**src/rtl/task_banked_memory_mapper_defines.svh**
```systemverilog
// Assertion macros shared by the banked memory mapper RTL.
`ifndef TASK_BANKED_MEMORY_MAPPER_DEFINES_SVH
`define TASK_BANKED_MEMORY_MAPPER_DEFINES_SVH

// Same-cycle implication, checked on every clock edge outside reset.
`define TBMM_ASSERT_NOW(label, ante, cons, msg) \
    label: assert property (@(posedge clk) disable iff (!rst_n) (ante) |-> (cons)) \
        else $error(msg);

// Next-cycle implication, checked on every clock edge outside reset.
`define TBMM_ASSERT_NEXT(label, ante, cons, msg) \
    label: assert property (@(posedge clk) disable iff (!rst_n) (ante) |=> (cons)) \
        else $error(msg);

`endif

```
**src/rtl/tbmm_pkg.sv**
```systemverilog
// Types and decode constants for the task banked memory mapper.
package tbmm_pkg;

    // Where one bus access is routed
    typedef enum logic [2:0] {
        ROUTE_PASS       = 3'd0,
        ROUTE_ROM        = 3'd1,
        ROUTE_EXT_RAM    = 3'd2,
        ROUTE_SPI        = 3'd3,
        ROUTE_MAP_REG    = 3'd4,
        ROUTE_SER_STATUS = 3'd5,
        ROUTE_SER_DATA   = 3'd6
    } route_t;

    // Access kind
    localparam logic FUNC_WRITE = 1'b1;

    // Decode addresses and masks
    localparam logic [15:0] ADDR_ROM_SETTING = 16'hFF64;
    localparam logic [15:0] ADDR_SPI_BASE    = 16'hFF6C;
    localparam logic [15:0] MASK_SPI         = 16'hFFFC;
    localparam logic [15:0] ADDR_BANK_WIN    = 16'hFFA0;
    localparam logic [15:0] MASK_WIN16       = 16'hFFF0;
    localparam logic [15:0] ADDR_INIT0       = 16'hFF90;
    localparam logic [15:0] ADDR_INIT1       = 16'hFF91;
    localparam logic [15:0] ADDR_VECTORS     = 16'hFFF0;
    localparam logic [7:0]  PAGE_IO          = 8'hFF;
    localparam logic [7:0]  PAGE_CONST       = 8'hFE;
    localparam logic [2:0]  SEG_TOP          = 3'd7;

    // Bank register defaults
    localparam logic [5:0]  BANK_FIXED       = 6'h3F;

    // Serial port register selects (address bits 1:0)
    localparam logic [1:0]  SER_SEL_STATUS   = 2'd1;
    localparam logic [1:0]  SER_SEL_DATA     = 2'd2;

    // One bus access request
    typedef struct packed {
        logic        func;
        logic [15:0] address;
        logic [7:0]  data_in;
        logic        rom_window;
        logic        io_window;
    } req_t;

    // Routing result for one access
    typedef struct packed {
        route_t      route;
        logic [18:0] target_addr;
        logic [7:0]  read_data;
        logic        ext_ram_select;
    } rsp_t;

endpackage

```
**src/rtl/task_banked_memory_mapper.sv**
```systemverilog
// Task banked memory mapper: routes CPU bus accesses and holds the bank registers.
//
// Request channel (req_valid / req_stall / req) carries one bus access: kind,
// address, data, ROM-window and I/O-window strobes. Response channel
// (rsp_valid / rsp_stall / rsp) returns the route, the translated address,
// the data to drive back and the external RAM select, one per request.
// Throughput is one request per cycle while req_stall is low; the whole
// decode and bank lookup sits between the request port and the response
// register, and register writes made by a request are seen by the next one.
// A two-entry output stage (response register plus skid register) lets a
// request be accepted while the response register waits on rsp_stall;
// req_stall is high exactly while both entries hold a response.
// cfg_wr_en / cfg_wr_data write the serial-port-present flag; the user must do
// so only while idle, which the block itself does not enforce. Reset sets all
// sixteen bank registers to 63, clears task select, mapper enable, constant-RAM
// enable, the ROM setting and the serial flag, and empties the output stage.
module task_banked_memory_mapper (
    input  logic            clk,
    input  logic            rst_n,
    input  logic            cfg_wr_en,
    input  logic            cfg_wr_data,
    input  logic            req_valid,
    output logic            req_stall,
    input  tbmm_pkg::req_t  req,
    output logic            rsp_valid,
    input  logic            rsp_stall,
    output tbmm_pkg::rsp_t  rsp
);

`include "task_banked_memory_mapper_defines.svh"

    // Mapper state
    logic [5:0]     bank_map_reg [16];
    logic           task_select_reg;
    logic           map_enable_reg;
    logic           const_ram_enable_reg;
    logic [4:0]     rom_setting_reg;
    logic           serial_present_reg;

    // Output stage
    tbmm_pkg::rsp_t rsp_reg;
    logic           rsp_valid_reg;
    tbmm_pkg::rsp_t skid_reg;
    logic           skid_valid_reg;

    // Decode signals
    logic           req_fire;
    logic           is_write;
    logic [15:0]    a;
    logic           hit_spi;
    logic           hit_bank_win;
    logic           hit_init0;
    logic           hit_init1;
    logic           hit_rom_set;
    logic [3:0]     bank_idx;
    logic [5:0]     bank_rd;
    logic           ram_range;
    logic           fixed_const;
    logic           fixed_vec;
    logic [5:0]     ram_bank;
    logic [12:0]    ram_off;
    logic           ram_hit;
    tbmm_pkg::rsp_t rsp_next;

    assign req_fire  = req_valid && !req_stall;
    assign req_stall = skid_valid_reg;
    assign rsp_valid = rsp_valid_reg;
    assign rsp       = rsp_reg;

    // Address decode
    assign is_write     = (req.func == tbmm_pkg::FUNC_WRITE);
    assign a            = req.address;
    assign hit_spi      = ((a & tbmm_pkg::MASK_SPI) == tbmm_pkg::ADDR_SPI_BASE);
    assign hit_bank_win = ((a & tbmm_pkg::MASK_WIN16) == tbmm_pkg::ADDR_BANK_WIN);
    assign hit_init0    = is_write && (a == tbmm_pkg::ADDR_INIT0);
    assign hit_init1    = is_write && (a == tbmm_pkg::ADDR_INIT1);
    assign hit_rom_set  = is_write && (a == tbmm_pkg::ADDR_ROM_SETTING)
                          && !rom_setting_reg[4];

    // Single bank register read: window entry on readback, else task/segment
    assign bank_idx = hit_bank_win ? a[3:0] : {task_select_reg, a[15:13]};
    assign bank_rd  = bank_map_reg[bank_idx];

    // Mapped RAM translation
    assign fixed_vec   = const_ram_enable_reg && (a >= tbmm_pkg::ADDR_VECTORS);
    assign ram_range   = map_enable_reg && ((a[15:8] != tbmm_pkg::PAGE_IO) || fixed_vec);
    assign fixed_const = const_ram_enable_reg && (a[15:8] == tbmm_pkg::PAGE_CONST);
    assign ram_bank    = (fixed_const || fixed_vec) ? tbmm_pkg::BANK_FIXED : bank_rd;
    assign ram_off     = {a[12:9], a[8] | fixed_const, a[7:0]};
    assign ram_hit     = ram_range && ((ram_bank != tbmm_pkg::BANK_FIXED) || fixed_const
                         || fixed_vec || (a[15:13] == tbmm_pkg::SEG_TOP));

    // Route selection in priority order
    always_comb
    begin
        rsp_next                = '0;
        rsp_next.route          = tbmm_pkg::ROUTE_PASS;
        rsp_next.read_data      = req.data_in;
        if (req.rom_window)
        begin
            rsp_next.route = tbmm_pkg::ROUTE_ROM;
            if (rom_setting_reg[3])
                rsp_next.target_addr = {3'b000, rom_setting_reg[2:1], a[13:0]};
            else
                rsp_next.target_addr = {3'b000, rom_setting_reg[2:0], a[12:0]};
        end
        else if (hit_spi)
        begin
            rsp_next.route       = tbmm_pkg::ROUTE_SPI;
            rsp_next.target_addr = {17'd0, a[1:0]};
        end
        else if (hit_bank_win)
        begin
            rsp_next.route = tbmm_pkg::ROUTE_MAP_REG;
            if (!is_write)
                rsp_next.read_data = {2'b00, bank_rd};
        end
        else if (hit_init0 || hit_init1)
        begin
            rsp_next.route = tbmm_pkg::ROUTE_PASS;
        end
        else if (ram_hit)
        begin
            rsp_next.route          = tbmm_pkg::ROUTE_EXT_RAM;
            rsp_next.target_addr    = {ram_bank, ram_off};
            rsp_next.ext_ram_select = 1'b1;
        end
        else if (req.io_window && serial_present_reg)
        begin
            if (!is_write && (a[1:0] == tbmm_pkg::SER_SEL_STATUS))
                rsp_next.route = tbmm_pkg::ROUTE_SER_STATUS;
            else if (a[1:0] == tbmm_pkg::SER_SEL_DATA)
                rsp_next.route = tbmm_pkg::ROUTE_SER_DATA;
        end
    end

    // Mapper register updates on accepted requests
    always_ff @(posedge clk or negedge rst_n)
    begin
        if (!rst_n)
        begin
            for (int i = 0; i < 16; i++)
                bank_map_reg[i] <= tbmm_pkg::BANK_FIXED;
            task_select_reg      <= 1'b0;
            map_enable_reg       <= 1'b0;
            const_ram_enable_reg <= 1'b0;
            rom_setting_reg      <= 5'd0;
        end
        else if (req_fire && !req.rom_window)
        begin
            if (hit_rom_set)
                rom_setting_reg <= req.data_in[4:0];
            if (!hit_spi && hit_bank_win && is_write)
                bank_map_reg[a[3:0]] <= req.data_in[5:0];
            if (!hit_spi && !hit_bank_win && hit_init0)
            begin
                const_ram_enable_reg <= req.data_in[3];
                map_enable_reg       <= req.data_in[6];
            end
            if (!hit_spi && !hit_bank_win && hit_init1)
                task_select_reg <= req.data_in[0];
        end
    end

    // Configuration register
    always_ff @(posedge clk or negedge rst_n)
    begin
        if (!rst_n)
            serial_present_reg <= 1'b0;
        else if (cfg_wr_en)
            serial_present_reg <= cfg_wr_data;
    end

    // Output register with skid entry
    always_ff @(posedge clk or negedge rst_n)
    begin
        if (!rst_n)
        begin
            rsp_valid_reg  <= 1'b0;
            skid_valid_reg <= 1'b0;
        end
        else if (!rsp_valid_reg || !rsp_stall)
        begin
            if (skid_valid_reg)
            begin
                rsp_valid_reg  <= 1'b1;
                skid_valid_reg <= 1'b0;
            end
            else
            begin
                rsp_valid_reg <= req_fire;
            end
        end
        else if (req_fire)
        begin
            skid_valid_reg <= 1'b1;
        end
    end

    // Payload registers, no reset
    always_ff @(posedge clk)
    begin
        if (!rsp_valid_reg || !rsp_stall)
        begin
            if (skid_valid_reg)
                rsp_reg <= skid_reg;
            else if (req_fire)
                rsp_reg <= rsp_next;
        end
        else if (req_fire)
        begin
            skid_reg <= rsp_next;
        end
    end

    // Checks
    `TBMM_ASSERT_NOW(a_ram_sel_match, rsp_valid_reg,
        rsp_reg.ext_ram_select == (rsp_reg.route == tbmm_pkg::ROUTE_EXT_RAM),
        "ext_ram_select disagrees with route")
    `TBMM_ASSERT_NOW(a_skid_needs_out, skid_valid_reg, rsp_valid_reg,
        "skid entry held while response register empty")
    `TBMM_ASSERT_NOW(a_addr_zero, rsp_valid_reg && rsp_reg.route != tbmm_pkg::ROUTE_ROM
        && rsp_reg.route != tbmm_pkg::ROUTE_EXT_RAM && rsp_reg.route != tbmm_pkg::ROUTE_SPI,
        rsp_reg.target_addr == 19'd0, "target address set on a route without one")
    `TBMM_ASSERT_NEXT(a_rom_lock, rom_setting_reg[4],
        rom_setting_reg == $past(rom_setting_reg), "locked ROM setting changed")
    `TBMM_ASSERT_NEXT(a_task_write, req_fire && !req.rom_window && is_write
        && a == tbmm_pkg::ADDR_INIT1,
        task_select_reg == $past(req.data_in[0]), "task select write lost")

endmodule

```
**config.mk**
```make
export PLATFORM = sky130hd
export DESIGN_NAME = task_banked_memory_mapper
export DESIGN_NICKNAME = d
export VERILOG_FILES = /design/src/rtl/tbmm_pkg.sv /design/src/rtl/task_banked_memory_mapper.sv
export VERILOG_INCLUDE_DIRS = /design/src /design/src/rtl
export SDC_FILE = /design/constraint.sdc
export NUM_CORES = 1
export LEC_CHECK = 0
export ABC_AREA = 0
export BUFFER_PORTS_ARGS = -buffer_cell sky130_fd_sc_hd__buf_2
export CORE_MARGIN = 3
export CORE_UTILIZATION = 50
export CTS_BUF_LIST = sky130_fd_sc_hd__clkbuf_16
export CTS_CLUSTER_SIZE = 24
export DETAILED_ROUTE_END_ITERATION = 7
export GPL_ROUTABILITY_DRIVEN = 0
export PLACE_DENSITY = 0.79
export SLEW_MARGIN = 20
export SYNTH_ARGS = -nofsm -noshare
export SYNTH_HDL_FRONTEND = slang
export SYNTH_SLANG_ARGS = --single-unit
```
**constraint.sdc**
```tcl
create_clock -name clk -period 4.8 [get_ports clk]
set_clock_uncertainty 0.1 [all_clocks]
set_input_delay 0.24 -clock clk [delete_from_list [all_inputs] [get_ports clk]]
set_output_delay 0.24 -clock clk [all_outputs]
set_load 0.02 [all_outputs]
```
==> flow_metrics.py <==
metrics = {
    "final_layout": {
        "post-route-util_pct": 58.5,
        "largest_reg_flops": 96,
        "fin_cells": 921,
        "drive_gt1_share_pct": 48.0,
        "final_nets": 724,
        "areaGrowthSynthToFinish_pct": 13.8,
    },
    "status": {
        "status": "complete, no violations",
    },
    "critical_path": {
        "reg2reg_from": "req_stall",
        "critPathCaptureType": "flip-flop",
        "cp_max_fo": 42,
        "crit_path_start": "req[23]",
        "cp.arrival_ps": 4000,
        "cp-start-kind": "input port",
        "cp.required_ps": 4830,
        "rrSetupSlack_ps": 1550,
        "reg2regPathDepth": 7,
        "path_class": "input port to flip-flop",
        "timing.rr.end": "bank_map_reg[73]",
    },
    "timing": {
        "min_period_ps": 3970,
        "hold_violations": 0,
        "rsz0062_at_grt": "no",
        "fin_crit_sh_pct": 82.7,
        "finalSetupTns_ps": 0,
        "final_max_slew_viol_count": 0,
        "setup_viol": 0,
        "slew_headroom_pct": 25.6,
        "fmax_mhz": 252,
        "tightest_slew_ps": 1120,
    },
    "synth": {
        "ys_ff_latch": 169,
        "synth_area_leaders": "dfstp_2 31%, edfxtp_1 23%, mux2_2 16%",
        "synth-edff-count": 62,
        "yosysTopAreaCellShare_pct": 30.6,
        "synthArstFlopShare_pct": 63.3,
        "avgSynthCellArea_um2": 12.9,
        "ys.warnings.count": 0,
        "synth_fp_nets": 671,
        "synth_cells": 638,
        "ys.flop_type": "dfstp_2",
        "syn_area_um2": 8230,
        "synth_most_common_cell": "mux2_2",
        "synth.largest_area_cell": "dfstp_2",
        "synthDistinctLibCells": 62,
        "yosysSeqAreaShare_pct": 56.6,
        "synth_commonest_cells": "120 x mux2_2, 96 x dfstp_2, 62 x edfxtp_1",
    },
    "global_route": {
        "grt_usage_pct": 21.8,
        "use_met2_pct": 34.7,
        "use_met3_pct": 5.44,
        "grt_max_degree": 66,
        "grt.busiest_layer": "met2",
        "grt_pass1_vias": 5632,
        "grt_pass1_wl_um": 30700,
        "antenna_found_initial": 1,
        "gr-total-overflow": 0,
        "use_met1_pct": 28.5,
    },
    "route": {
        "wl_per_cell_um": 20.6,
        "drt-total-wl_um": 19000,
        "vias": 5598,
        "first_pass_iters": 5,
        "drt_iter0_markers": 460,
        "viasPerCell": 6.08,
        "ant_nets": 0,
        "route.detailed.drc": 0,
    },
    "place": {
        "dp_cells": 883,
        "portBuffers": 65,
        "hpwl_um": 12800,
    },
    "clock_network": {
        "path_clk_slew_ps": 70,
        "postCtsSetupBuffers": 0,
        "ctsHoldBuffers": 5,
        "h-tree-depth": 4,
        "cts_root_buffer": "clkbuf_16",
        "cts_buffer_depth": 2,
        "clk_latency_ps": 430,
        "cts_tree": "yes",
        "cts_resized": 0,
        "cts.sinks": 169,
        "cts_made_buffers": 17,
    },
    "pwr": {
        "p_leak_uw": 0.00379,
        "p_per_area_nw_per_um2": 352,
        "vdd_drop_max_uv": 348,
    },
    "hold_path": {
        "hold_depth": 3,
        "hold_path.startpoint": "rsp_stall",
        "holdPathEnd": "req_stall",
        "hp-class": "input port to flip-flop",
    },
    "floorplan": {
        "num_io_pins": 66,
        "core_um2": 16000,
        "dieArea_um2": 18000,
        "rows": 46,
        "die_w_um": 134,
        "start_util_pct": 51.5,
        "die_h_um": 134,
    },
    "run": {
        "drv_cap": 0,
    },
}
-- cells in the final DEF (no fill, tap or decap), types with 6 or more instances in the layout --
cell type  count
mux2_2       120
dfstp_2       96
buf_2         64
edfxtp_1      62
nand2_1       53
mux2i_1       42
nor2_1        31
a21oi_1       21
clkbuf_16     17
and3_1        14
a21boi_0      13
a211oi_1      12
dfrtp_1       11
nor3_1        10
o31ai_1        8
o21ai_0        8
nand2b_1       8
nand3_1        8
inv_6          7
buf_4          7
a31oi_1        6
-- metrics by stage --
stage          hold WS (ps)  setup WS, ps  instance area [µm²]  total power, µW
6_report               35.0           831                 9370             3290
5_1_grt                27.8           607                 9370             3400
4_1_cts                14.7           859                 9360             3320
3_5_place_dp            355           421                 8680             1840
3_3_place_gp            342           571                 8680             1840
2_1_floorplan          -156          1610                 8230             1740
-- cell families after synthesis --
| logic type | synth area share, % |
|---|---|
| buffers and inverters | 2.69 |
| and+or+nand+nor | 9.80 |
| AOI/OAI and AO/OA | 9.27 |
| muxes | 21.6 |
| DFF | 56.6 |
-- metal layers --
layer	up-vias	share of wire, %
met3	45	6.8
met5	-	0
met4	0	3.5
met1	2815	41
li1	2495	-
met2	243	48
-- cell type report --
cell class | count | area, µm²
diodes | 1 | 2.50
clock buffers | 17 | 425
clock inverters | 15 | 208
fillers | 1290 | 6630
inverters | 4 | 15.0
multi-input cells | 423 | 3360
flip-flops and latches | 169 | 4660
well taps | 216 | 270
repair buffers | 76 | 423
-- power by group --
group,switching [µW],internal [µW]
Clock,587,881
Combinational,185,82.8
Sequential,10.2,1550
Total,782,2510
-- critical path: stages --
cell,delay (ps)
buf_2,320
nand3_1,200
or4_1,840
nand2_4,500
a211oi_1,170
or3_1,390
o221ai_2,320
nand3_2,170
o31ai_4,260
buf_4,390
a21boi_0,190
-- worst max path at each step --
stage                              end
final                     skid_reg[19]
after detailed placement  skid_reg[19]
after global routing      skid_reg[19]
after floorplan                 rsp[0]
after global placement    skid_reg[13]
after CTS                 skid_reg[19]
Power figures use the tool's default switching activity.
